`src/rtl/core/xts_pkg.sv`:
```
// xts_pkg: types and constants for the xml token scanner
// holds the scan mode enum, byte roles, token codes and character codes
// no dependencies
package xts_pkg;

   // saturation limit of name and text lengths
   localparam int unsigned LENGTH_LIMIT = 65535;
   localparam int unsigned LEN_W        = 16;

   // scan modes, codes outside the list are treated as between tokens
   typedef enum logic [3:0] {
      MODE_IDLE      = 4'd0,
      MODE_TEXT      = 4'd1,
      MODE_LT        = 4'd2,
      MODE_NAME      = 4'd3,
      MODE_BODY      = 4'd4,
      MODE_DECL      = 4'd5,
      MODE_BANG      = 4'd6,
      MODE_BANGDASH  = 4'd7,
      MODE_COMMENT   = 4'd8
   } scan_mode_type;

   typedef enum logic [1:0] {
      ROLE_MARKUP = 2'd0,
      ROLE_NAME   = 2'd1,
      ROLE_TEXT   = 2'd2
   } byte_role_type;

   typedef enum logic [2:0] {
      DONE_NONE  = 3'd0,
      DONE_START = 3'd1,
      DONE_END   = 3'd2,
      DONE_EMPTY = 3'd3,
      DONE_TEXT  = 3'd4
   } token_done_type;

   // character codes
   localparam logic [7:0] CH_LT    = 8'h3C;
   localparam logic [7:0] CH_GT    = 8'h3E;
   localparam logic [7:0] CH_SLASH = 8'h2F;
   localparam logic [7:0] CH_QUEST = 8'h3F;
   localparam logic [7:0] CH_BANG  = 8'h21;
   localparam logic [7:0] CH_DASH  = 8'h2D;
   localparam logic [7:0] CH_SPACE = 8'h20;
   localparam logic [7:0] CH_TAB   = 8'h09;
   localparam logic [7:0] CH_LF    = 8'h0A;
   localparam logic [7:0] CH_CR    = 8'h0D;

   // whitespace test
   function automatic logic is_ws(input logic [7:0] c);
      return (c == CH_SPACE) || (c == CH_TAB) || (c == CH_LF) || (c == CH_CR);
   endfunction

   // saturating length increment
   function automatic logic [LEN_W-1:0] sat_inc(input logic [LEN_W-1:0] v);
      logic [LEN_W-1:0] lim;
      lim = LEN_W'(LENGTH_LIMIT);
      return (v < lim) ? v + LEN_W'(1) : lim;
   endfunction

endpackage

```
`src/rtl/core/xml_token_scanner.sv`:
```
// xml_token_scanner: byte-serial xml tokenizer, one annotated result per byte
// the result of a request transfer is in the output register in the next cycle
// throughput: one byte per cycle while the receiver is ready; the output register refills in the cycle it drains
// reset (synchronous, active high) clears the scan state and empties the output register
// the scan state also returns to its reset values after a byte marked as last
// depends on xts_pkg
module xml_token_scanner (
   input  logic                     clock,
   input  logic                     reset,
   input  logic [7:0]               req_data_byte,
   input  logic                     req_is_last,
   input  logic                     req_valid,
   output logic                     req_ready,
   output logic [7:0]               rsp_byte_echo,
   output logic [1:0]               rsp_byte_role,
   output logic                     rsp_token_begin,
   output logic [2:0]               rsp_token_done,
   output logic [xts_pkg::LEN_W-1:0] rsp_token_length,
   output logic                     rsp_end_of_document,
   input  logic                     rsp_ready,
   output logic                     rsp_valid
);

   // scan state
   xts_pkg::scan_mode_type          mode_ff, mode_in;
   logic [1:0]                      dash_run_ff, dash_run_in;
   logic                            slash_ff, slash_in;
   logic                            closing_ff, closing_in;
   logic [xts_pkg::LEN_W-1:0]       name_cnt_ff, name_cnt_in;
   logic [xts_pkg::LEN_W-1:0]       text_cnt_ff, text_cnt_in;

   // result register
   logic                            rsp_valid_ff, rsp_valid_in;
   logic [7:0]                      echo_ff;
   xts_pkg::byte_role_type          role_ff, role_in;
   logic                            begin_ff, begin_in;
   xts_pkg::token_done_type         done_ff, done_in;
   logic [xts_pkg::LEN_W-1:0]       len_ff, len_in;
   logic                            eod_ff;

   logic                            req_xfer;

   assign req_ready = !rsp_valid_ff || rsp_ready;
   assign req_xfer  = req_valid && req_ready;

   // per-byte scan step
   always_comb begin
      logic [7:0] c;
      logic       tag_end;
      c           = req_data_byte;
      tag_end     = 1'b0;
      mode_in     = mode_ff;
      dash_run_in = dash_run_ff;
      slash_in    = slash_ff;
      closing_in  = closing_ff;
      name_cnt_in = name_cnt_ff;
      text_cnt_in = text_cnt_ff;
      role_in     = xts_pkg::ROLE_MARKUP;
      begin_in    = 1'b0;
      done_in     = xts_pkg::DONE_NONE;
      len_in      = '0;

      unique case (mode_ff) inside
         xts_pkg::MODE_TEXT: begin
            if (c == xts_pkg::CH_LT) begin
               done_in     = xts_pkg::DONE_TEXT;
               len_in      = text_cnt_ff;
               text_cnt_in = '0;
               mode_in     = xts_pkg::MODE_LT;
            end else begin
               text_cnt_in = xts_pkg::sat_inc(text_cnt_ff);
               role_in     = xts_pkg::ROLE_TEXT;
            end
         end
         xts_pkg::MODE_LT: begin
            slash_in    = 1'b0;
            name_cnt_in = '0;
            closing_in  = 1'b0;
            if (c == xts_pkg::CH_QUEST) begin
               mode_in = xts_pkg::MODE_DECL;
            end else if (c == xts_pkg::CH_BANG) begin
               mode_in = xts_pkg::MODE_BANG;
            end else if (c == xts_pkg::CH_SLASH) begin
               closing_in = 1'b1;
               mode_in    = xts_pkg::MODE_NAME;
            end else if (c == xts_pkg::CH_GT) begin
               tag_end = 1'b1;
            end else if (xts_pkg::is_ws(c)) begin
               mode_in = xts_pkg::MODE_BODY;
            end else begin
               name_cnt_in = xts_pkg::sat_inc('0);
               role_in     = xts_pkg::ROLE_NAME;
               begin_in    = 1'b1;
               mode_in     = xts_pkg::MODE_NAME;
            end
         end
         xts_pkg::MODE_NAME: begin
            if (c == xts_pkg::CH_GT) begin
               tag_end = 1'b1;
            end else if (c == xts_pkg::CH_SLASH) begin
               slash_in = 1'b1;
               mode_in  = xts_pkg::MODE_BODY;
            end else if (xts_pkg::is_ws(c)) begin
               slash_in = 1'b0;
               mode_in  = xts_pkg::MODE_BODY;
            end else begin
               begin_in    = (name_cnt_ff == '0);
               name_cnt_in = xts_pkg::sat_inc(name_cnt_ff);
               role_in     = xts_pkg::ROLE_NAME;
            end
         end
         xts_pkg::MODE_BODY: begin
            if (c == xts_pkg::CH_GT) begin
               tag_end = 1'b1;
            end else begin
               slash_in = (c == xts_pkg::CH_SLASH);
            end
         end
         xts_pkg::MODE_DECL: begin
            if (c == xts_pkg::CH_GT) begin
               mode_in = xts_pkg::MODE_IDLE;
            end
         end
         xts_pkg::MODE_BANG, xts_pkg::MODE_BANGDASH: begin
            if (c == xts_pkg::CH_DASH) begin
               if (mode_ff == xts_pkg::MODE_BANG) begin
                  mode_in = xts_pkg::MODE_BANGDASH;
               end else begin
                  mode_in     = xts_pkg::MODE_COMMENT;
                  dash_run_in = 2'd0;
               end
            end else if (c == xts_pkg::CH_GT) begin
               mode_in = xts_pkg::MODE_IDLE;
            end else begin
               mode_in = xts_pkg::MODE_DECL;
            end
         end
         xts_pkg::MODE_COMMENT: begin
            if (c == xts_pkg::CH_DASH) begin
               if (dash_run_ff != 2'd2) begin
                  dash_run_in = dash_run_ff + 2'd1;
               end
            end else if (c == xts_pkg::CH_GT && dash_run_ff == 2'd2) begin
               mode_in     = xts_pkg::MODE_IDLE;
               dash_run_in = 2'd0;
            end else begin
               dash_run_in = 2'd0;
            end
         end
         default: begin
            if (c == xts_pkg::CH_LT) begin
               mode_in = xts_pkg::MODE_LT;
            end else if (!xts_pkg::is_ws(c)) begin
               mode_in     = xts_pkg::MODE_TEXT;
               text_cnt_in = xts_pkg::sat_inc('0);
               role_in     = xts_pkg::ROLE_TEXT;
               begin_in    = 1'b1;
            end else begin
               mode_in = xts_pkg::MODE_IDLE;
            end
         end
      endcase

      // tag completion uses the flags as updated by this byte
      if (tag_end) begin
         if (closing_in) begin
            done_in = xts_pkg::DONE_END;
         end else if (slash_in) begin
            done_in = xts_pkg::DONE_EMPTY;
         end else begin
            done_in = xts_pkg::DONE_START;
         end
         len_in      = name_cnt_in;
         mode_in     = xts_pkg::MODE_IDLE;
         slash_in    = 1'b0;
         closing_in  = 1'b0;
         name_cnt_in = '0;
      end

      // last byte flushes open text and restarts the scan
      if (req_is_last) begin
         if (mode_in == xts_pkg::MODE_TEXT && done_in == xts_pkg::DONE_NONE) begin
            done_in = xts_pkg::DONE_TEXT;
            len_in  = text_cnt_in;
         end
         mode_in     = xts_pkg::MODE_IDLE;
         dash_run_in = 2'd0;
         slash_in    = 1'b0;
         closing_in  = 1'b0;
         name_cnt_in = '0;
         text_cnt_in = '0;
      end
   end

   // output register valid
   always_comb begin
      rsp_valid_in = rsp_valid_ff;
      if (req_xfer) begin
         rsp_valid_in = 1'b1;
      end else if (rsp_ready) begin
         rsp_valid_in = 1'b0;
      end
   end

   // control state
   always_ff @(posedge clock) begin
      if (reset) begin
         mode_ff      <= xts_pkg::MODE_IDLE;
         dash_run_ff  <= 2'd0;
         slash_ff     <= 1'b0;
         closing_ff   <= 1'b0;
         name_cnt_ff  <= '0;
         text_cnt_ff  <= '0;
         rsp_valid_ff <= 1'b0;
      end else begin
         rsp_valid_ff <= rsp_valid_in;
         if (req_xfer) begin
            mode_ff     <= mode_in;
            dash_run_ff <= dash_run_in;
            slash_ff    <= slash_in;
            closing_ff  <= closing_in;
            name_cnt_ff <= name_cnt_in;
            text_cnt_ff <= text_cnt_in;
         end
      end
   end

   // result payload
   always_ff @(posedge clock) begin
      if (req_xfer) begin
         echo_ff  <= req_data_byte;
         role_ff  <= role_in;
         begin_ff <= begin_in;
         done_ff  <= done_in;
         len_ff   <= len_in;
         eod_ff   <= req_is_last;
      end
   end

   assign rsp_valid           = rsp_valid_ff;
   assign rsp_byte_echo       = echo_ff;
   assign rsp_byte_role       = role_ff;
   assign rsp_token_begin     = begin_ff;
   assign rsp_token_done      = done_ff;
   assign rsp_token_length    = len_ff;
   assign rsp_end_of_document = eod_ff;

endmodule

```
`config.mk`:
```
export PLATFORM = sky130hd
export DESIGN_NAME = xml_token_scanner
export DESIGN_NICKNAME = d
export VERILOG_FILES = /design/src/rtl/core/xts_pkg.sv /design/src/rtl/core/xml_token_scanner.sv
export SDC_FILE = /design/constraint.sdc
export NUM_CORES = 1
export LEC_CHECK = 0
export BUFFER_PORTS_ARGS = -buffer_cell sky130_fd_sc_hd__buf_4
export CAP_MARGIN = 10
export CORE_UTILIZATION = 35
export CTS_BUF_LIST = sky130_fd_sc_hd__clkbuf_4
export CTS_CLUSTER_SIZE = 25
export DETAILED_ROUTE_END_ITERATION = 8
export HOLD_SLACK_MARGIN = 0.08
export PLACE_DENSITY_LB_ADDON = 0.08
export SLEW_MARGIN = 20
export SYNTH_ARGS = -nofsm -noshare
export SYNTH_HDL_FRONTEND = slang
export SYNTH_SLANG_ARGS = --single-unit
```
`constraint.sdc`:
```
create_clock -name clock -period 4.1 [get_ports clock]
set_input_delay 0 -clock clock [delete_from_list [all_inputs] [get_ports clock]]
set_output_delay 0 -clock clock [all_outputs]
set_load 0.03 [all_outputs]
```
---- Yosys cells after proc, flatten, opt, wreduce, memory -nomap -nowiden ----
Index checks and enable logic that the tools add are counted.
cells by class
  bitwise gates (word level) .............. 0
  multiplexer cells ....................... 97
  shifts and indexed selects .............. 0
  $mul .................................... 0
  reduce and logical (&&, ||, !) cells .... 18
  order comparisons ....................... 2
  equal/unequal tests ..................... 24
  div/mod/pow operators ................... 0
  add/sub/neg operators ................... 3
operator list
  kind                                                  number
  2-to-1 mux 16 bit                                     20
  one-hot mux 16 bit (2 select lines)                   2
  2-to-1 mux 4 bit                                      15
  equality test 8 x 6 -> 1 bit (second input constant)  7
  adder 16 x 1 -> 16 bit (second input constant)        2
  less-than comparator 16 bit (second input constant)   2
  2-to-1 mux 1 bit                                      32
  2-to-1 mux 2 bit                                      15
  one-hot mux 4 bit (7 select lines)                    1
  equality test 8 x 4 -> 1 bit (second input constant)  3
  2-to-1 mux 3 bit                                      7
  equality test 4 x 3 -> 1 bit (second input constant)  4
  logical NOT 16 bit                                    1
  equality test 4 x 1 -> 1 bit (second input constant)  2
  equality test 4 x 2 -> 1 bit (second input constant)  2
  one-hot mux 2 bit (4 select lines)                    1
  OR reduction 7 bit                                    1
  != test 3 bit (second input constant)                 2
  one-hot mux 1 bit (3 select lines)                    2
  OR reduction 6 bit                                    1
  AND reduction 5 bit                                   1
  OR reduction 5 bit                                    1
  equality test 4 bit (second input constant)           1
  logical OR 1 bit                                      4
  12 further kinds                                      15
word-level totals
  memories ................................ 0
  bits in latches ......................... 0
  RAM bits ................................ 0
  bits in read-only memories .............. 0
  input port bits ......................... 13
  logic and storage cells ................. 157
  output and inout port bits .............. 33
  bits in registers ....................... 72

---- Depth between registers and ports, before layout ----
  depth after elaboration ................. 15
  gate-level depth with buffers ........... 11
  mapped depth without buffers ............ 8

---- Least setup slack after synthesis ----
No wires, ideal clock.
  kind .................................... flip-flop to flip-flop
  start ................................... register rsp_valid_ff (netlist: rsp_valid)
  end ..................................... register name_cnt_ff[12] (netlist bit)
  slack ................................... 1.403 ns
  data required time ...................... 4.035 ns
  buffers on the path ..................... 0
  stages on the path, launching flop included .. 9
  arrival ................................. 2.632 ns
  path through ............................ dfxtp_1 nand2b_1 nand2_1 inv_1 nand2b_1 nor2_2 nand2_1 o32a_1 nor2_1
on the way
  longest elaborated chain between the ends .. 3
RTL lines
  item                      line                      text
  start: declaration        xml_token_scanner.sv:33   logic rsp_valid_ff, rsp_valid_in;
  start signal: assignment  xml_token_scanner.sv:216  rsp_valid_ff <= rsp_valid_in;
  logical NOT 1 bit         xml_token_scanner.sv:43   assign req_ready = !rsp_valid_ff || rsp_ready;
  logical OR 1 bit          xml_token_scanner.sv:43
  named net req_ready       xml_token_scanner.sv:13   output logic req_ready,
  logical AND 1 bit         xml_token_scanner.sv:44   assign req_xfer = req_valid && req_ready;
  named net req_xfer        xml_token_scanner.sv:41   logic req_xfer;
  end signal: assignment    xml_token_scanner.sv:222  name_cnt_ff <= name_cnt_in;
  end: declaration          xml_token_scanner.sv:29   logic [xts_pkg::LEN_W-1:0] name_cnt_ff, name_cnt_in;
The timed path passes the listed nets, and every way through them passes these cells.
A chain may end at the register's enable or synchronous reset.

---- Worst setup path in the final report ----
  start ................................... register mode_ff[0]
  end ..................................... register name_cnt_ff[9] (netlist bit)
on the way
  longest elaborated chain between the ends .. 5
RTL lines
  item                                                                                           line                      text
  start: declaration                                                                             xml_token_scanner.sv:25   xts_pkg::scan_mode_type mode_ff, mode_in;
  start signal: assignment                                                                       xml_token_scanner.sv:208  mode_ff <= xts_pkg::MODE_IDLE;
  start signal: assignment                                                                       xml_token_scanner.sv:218  mode_ff <= mode_in;
  equality test 4 x 2 -> 1 bit (no source line) or equality test 4 x 3 -> 1 bit (tied branches)  n/a
  OR reduction 2 bit (no source line)                                                            n/a
  one-hot mux 1 bit (2 select lines)                                                             xml_token_scanner.sv:63   unique case (mode_ff) inside
  2-to-1 mux 16 bit (*)                                                                          xml_token_scanner.sv:165  if (tag_end) begin
  2-to-1 mux 16 bit (*)                                                                          xml_token_scanner.sv:181  if (req_is_last) begin
Mark *: on every way between the ends. The rest lies on a longest branch, timed or not.

==> impl_metrics.json <==
{
  "synth_cell_type_count": 77,
  "p_leak_nw": 1.77,
  "grt_start_max_net_pins": 45,
  "via_per_inst": 5.95,
  "drtAntennaViolNets": 0,
  "crit_arrival_ns": 3.24,
  "postCtsSetupBuffers": 0,
  "core_sq_um": 12600,
  "avgSynthCellArea_sq_um": 8.45,
  "io_pins": 46,
  "ys_seq_area_share_pct": 39.0,
  "finalHoldViolCount": 0,
  "min_to": "text_cnt_ff[7]$_SDFFE_PP0P_",
  "clk_path_buf_depth": 2,
  "cts_tree": "yes",
  "wire_per_inst_um": 19.0,
  "via_count": 4472,
  "num_rows": 41,
  "max_freq_ghz": 0.351,
  "cts_resized": 0,
  "synthMuxAreaShare_pct": 0.724,
  "tns_ns": 0,
  "grt_util_all_layers_pct": 22.7,
  "worstHoldPathCells": 6,
  "clk_pin_slew_ns": 0.13,
  "placed_area_sq_um": 4950,
  "ys_warn_count": 0,
  "synth-simple-area-share_pct": 29.1,
  "dpl.hpwl_mm": 9.84,
  "synth_seq_cells": 72,
  "grt_pass1_wl_mm": 22.8,
  "max_stage_delay_ns": 0.73,
  "min_from": "rsp_ready",
  "critPathLaunchType": "flip-flop",
  "hold_path.class": "in2reg",
  "pwr_density_cell_nw_per_um2": 285,
  "clkSinkCount": 72,
  "synth-async-reset-ratio_pct": 0,
  "wl_mm": 14.3,
  "setup_viol": 0,
  "period_needed_ns": 2.85,
  "grt-ovfl-total": 0,
  "design_area_sq_um": 5220,
  "reg2reg_slack_ns": 1.25,
  "drv_cap": 0,
  "post_synth_fa_ha_maj_area_fraction_pct": 1.11,
  "initial_core_util_pct": 35.8,
  "worstSetupEndpointType": "flip-flop",
  "required_ns": 4.48,
  "path_class": "reg2reg",
  "syn2layout_area_growth_pct": 16.2,
  "h-tree-depth": 3,
  "clock_latency_ns": 0.46,
  "status": "complete, no violations",
  "rsz0062_at_grt": "no",
  "maxSlewViolCount": 0,
  "drt_iter0_markers": 391,
  "path_cells": "or3b_2 > a21oi_1 > o21ai_1 > nand2_1 > nor2_1 > a31oi_1 > nor3_1",
  "cp_max_fo": 18,
  "synth_top_family_by_area": "simple AND/OR/NAND/NOR gates",
  "root_buffer": "clkbuf_4",
  "routabilityCongestion": 0.902,
  "utilization_pct": 41.6,
  "syn-cell-area_sq_um": 4500,
  "rr_worst_depth": 7,
  "r2r_start": "mode_ff[0]$_SDFFE_PP0P_",
  "syn-instance-count": 532,
  "final_min_period_over_clock_period_pct": 69.6,
  "max_slew_margin_pct": 38.6,
  "ir_worst_vdd_mv": 0.122,
  "cp_slowest_cell": "dfxtp_1",
  "synthXorXnorAreaFrac_pct": 0.195,
  "die-area_sq_um": 13300,
  "numCtsBuffers": 9,
  "antenna_found_initial": 1,
  "die_w_um": 115,
  "synth_edf_count": 31,
  "die_y_um": 115,
  "drive_above_1_share_pct": 17.3,
  "worst_slew_pin_slew_ns": 0.918,
  "yosys_most_used_dff": "dfxtp_1",
  "grt_pass1_vias": 4061,
  "syn-num-nets": 549,
  "io_buffers": 45,
  "r2r-end": "name_cnt_ff[9]$_SDFFE_PP0P_",
  "drt_drc_violations_left": 0,
  "final_nets": 590,
  "synth_compound_area_share_pct": 25.2,
  "fin_worst_skew_ns": 0.0241,
  "dr.pass1.iters": 5
}
## how the worst max path moves through the flow
stage | start | end | slack (ns)
2_1_floorplan | rsp_valid$_SDFFE_PP0P_ | name_cnt_ff[12]$_SDFFE_PP0P_ | 1.40
3_3_place_gp | mode_ff[1]$_SDFFE_PP0P_ | rsp_token_length[6]$_DFFE_PP_ | 1.36
3_5_place_dp | mode_ff[0]$_SDFFE_PP0P_ | rsp_token_length[9]$_DFFE_PP_ | 1.32
4_1_cts | mode_ff[0]$_SDFFE_PP0P_ | rsp_token_length[9]$_DFFE_PP_ | 1.27
5_1_grt | mode_ff[0]$_SDFFE_PP0P_ | name_cnt_ff[9]$_SDFFE_PP0P_ | 1.04
6_report | mode_ff[0]$_SDFFE_PP0P_ | name_cnt_ff[9]$_SDFFE_PP0P_ | 1.25
## flip-flops by register name (all words and copies together) (netlist names), 2 cells and up
name and count:
rsp_byte_echo 8, name_cnt_ff 16, text_cnt_ff 16, rsp_token_done 3, dash_run_ff 2, rsp_token_length 16
mode_ff 4, rsp_byte_role 2
## cell type report
class                   count  area (sq um)
well taps                 172           215
repair buffers             67           533
fillers                  1279          7340
multi-input cells         414          2530
clock inverters             5          72.6
diodes                      1          2.50
clock buffers              11          82.6
flip-flops and latches     72          1750
inverters                   9          33.8
## what timing repair did
| item | 4_1_cts | 5_1_grt |
|---|---|---|
| setup endpoints to repair | 0 | 0 |
| hold endpoints to repair | 39 | 0 |
| hold buffers | 12 | 0 |
## logic make-up after synthesis
group | after synthesis
AO/OA/AOI/OAI | 171
flip-flops | 72
adder cells (fa/ha/maj) | 4
AND/OR/NAND/NOR | 235
buffers and inverters | 46
XOR/XNOR | 1
multiplexers | 3
## layer usage
| metal | share of wire (%) | routed length (um) | GRT usage (%) | up-vias |
|---|---|---|---|---|
| met5 | 0 | 0 | 0 | - |
| met1 | 48 | 6800 | 33.7 | 2141 |
| met2 | 43 | 6180 | 32.6 | 202 |
| met3 | 7.2 | 1020 | 3.53 | 16 |
| met4 | 1.7 | 240 | 8.92 | 0 |
| li1 | - | - | - | 2113 |
## cells in the final DEF (no fill, tap or decap), types with 3 or more instances in the layout
cell type,synthesis,final
a21o_1,3,3
a21oi_1,45,45
a221oi_1,3,3
a22oi_1,25,25
a2bb2oi_1,3,3
a31oi_1,10,10
a41oi_1,4,4
and2_1,6,6
and3_1,11,11
buf_4,2,55
clkbuf_4,0,11
dfxtp_1,41,41
dlygate4sd3_1,0,12
edfxtp_1,31,31
ha_1,4,4
inv_1,9,9
nand2_1,49,49
nand2b_1,7,7
nand3_1,18,18
nand3b_1,10,10
nand4_1,19,19
nand4b_1,3,3
nor2_1,59,59
nor3_1,10,10
nor4_1,5,5
nor4b_2,4,4
o211ai_1,5,5
o21ai_0,28,28
o21ai_1,7,7
o21ai_2,8,8
o221ai_1,3,3
o31ai_1,5,5
or2_2,4,4
or3_1,5,5
or4b_1,3,3
## where the power goes
group | switching [mW] | internal (mW) | total [mW] | leakage [nW]
Clock | 0.270 | 0.256 | 0.527 | 0.0859
Combinational | 0.127 | 0.0606 | 0.187 | 1.05
Sequential | 0.0101 | 0.767 | 0.777 | 0.634
## synthesized netlist by cell type, types with 7 or more instances
master | instances | share of area, %
clkbuf_1 | 19 | 1.6
o21ai_1 | 7 | 0.78
nand3b_1 | 10 | 1.7
nor3_1 | 10 | 1.1
o21ai_0 | 28 | 3.1
nor2_1 | 59 | 4.9
a21oi_1 | 45 | 5.0
buf_2 | 13 | 1.4
nand2_1 | 49 | 4.1
and3_1 | 11 | 1.5
a31oi_1 | 10 | 1.4
dfxtp_1 | 41 | 18
nand4_1 | 19 | 2.6
o21ai_2 | 8 | 1.6
a22oi_1 | 25 | 4.2
edfxtp_1 | 31 | 21
nand2b_1 | 7 | 0.97
inv_1 | 9 | 0.75
nand3_1 | 18 | 2.0
## through the flow
stage	power, mW	std cells	worst slack [ns]	hold slack (ns)
2_1_floorplan	0.900	532	1.40	0.0989
3_3_place_gp	0.971	722	1.36	0.251
3_5_place_dp	0.970	722	1.32	0.262
4_1_cts	1.50	750	1.27	0.276
5_1_grt	1.55	751	1.04	0.328
6_report	1.49	751	1.25	0.298
## worst max-delay path: cells and delay by family, from the launching register on
kind            cells  cell delay (ns)
compound gates      3             0.74
flops               1             0.73
simple gates        4             1.31
Power figures use the tool's default switching activity.
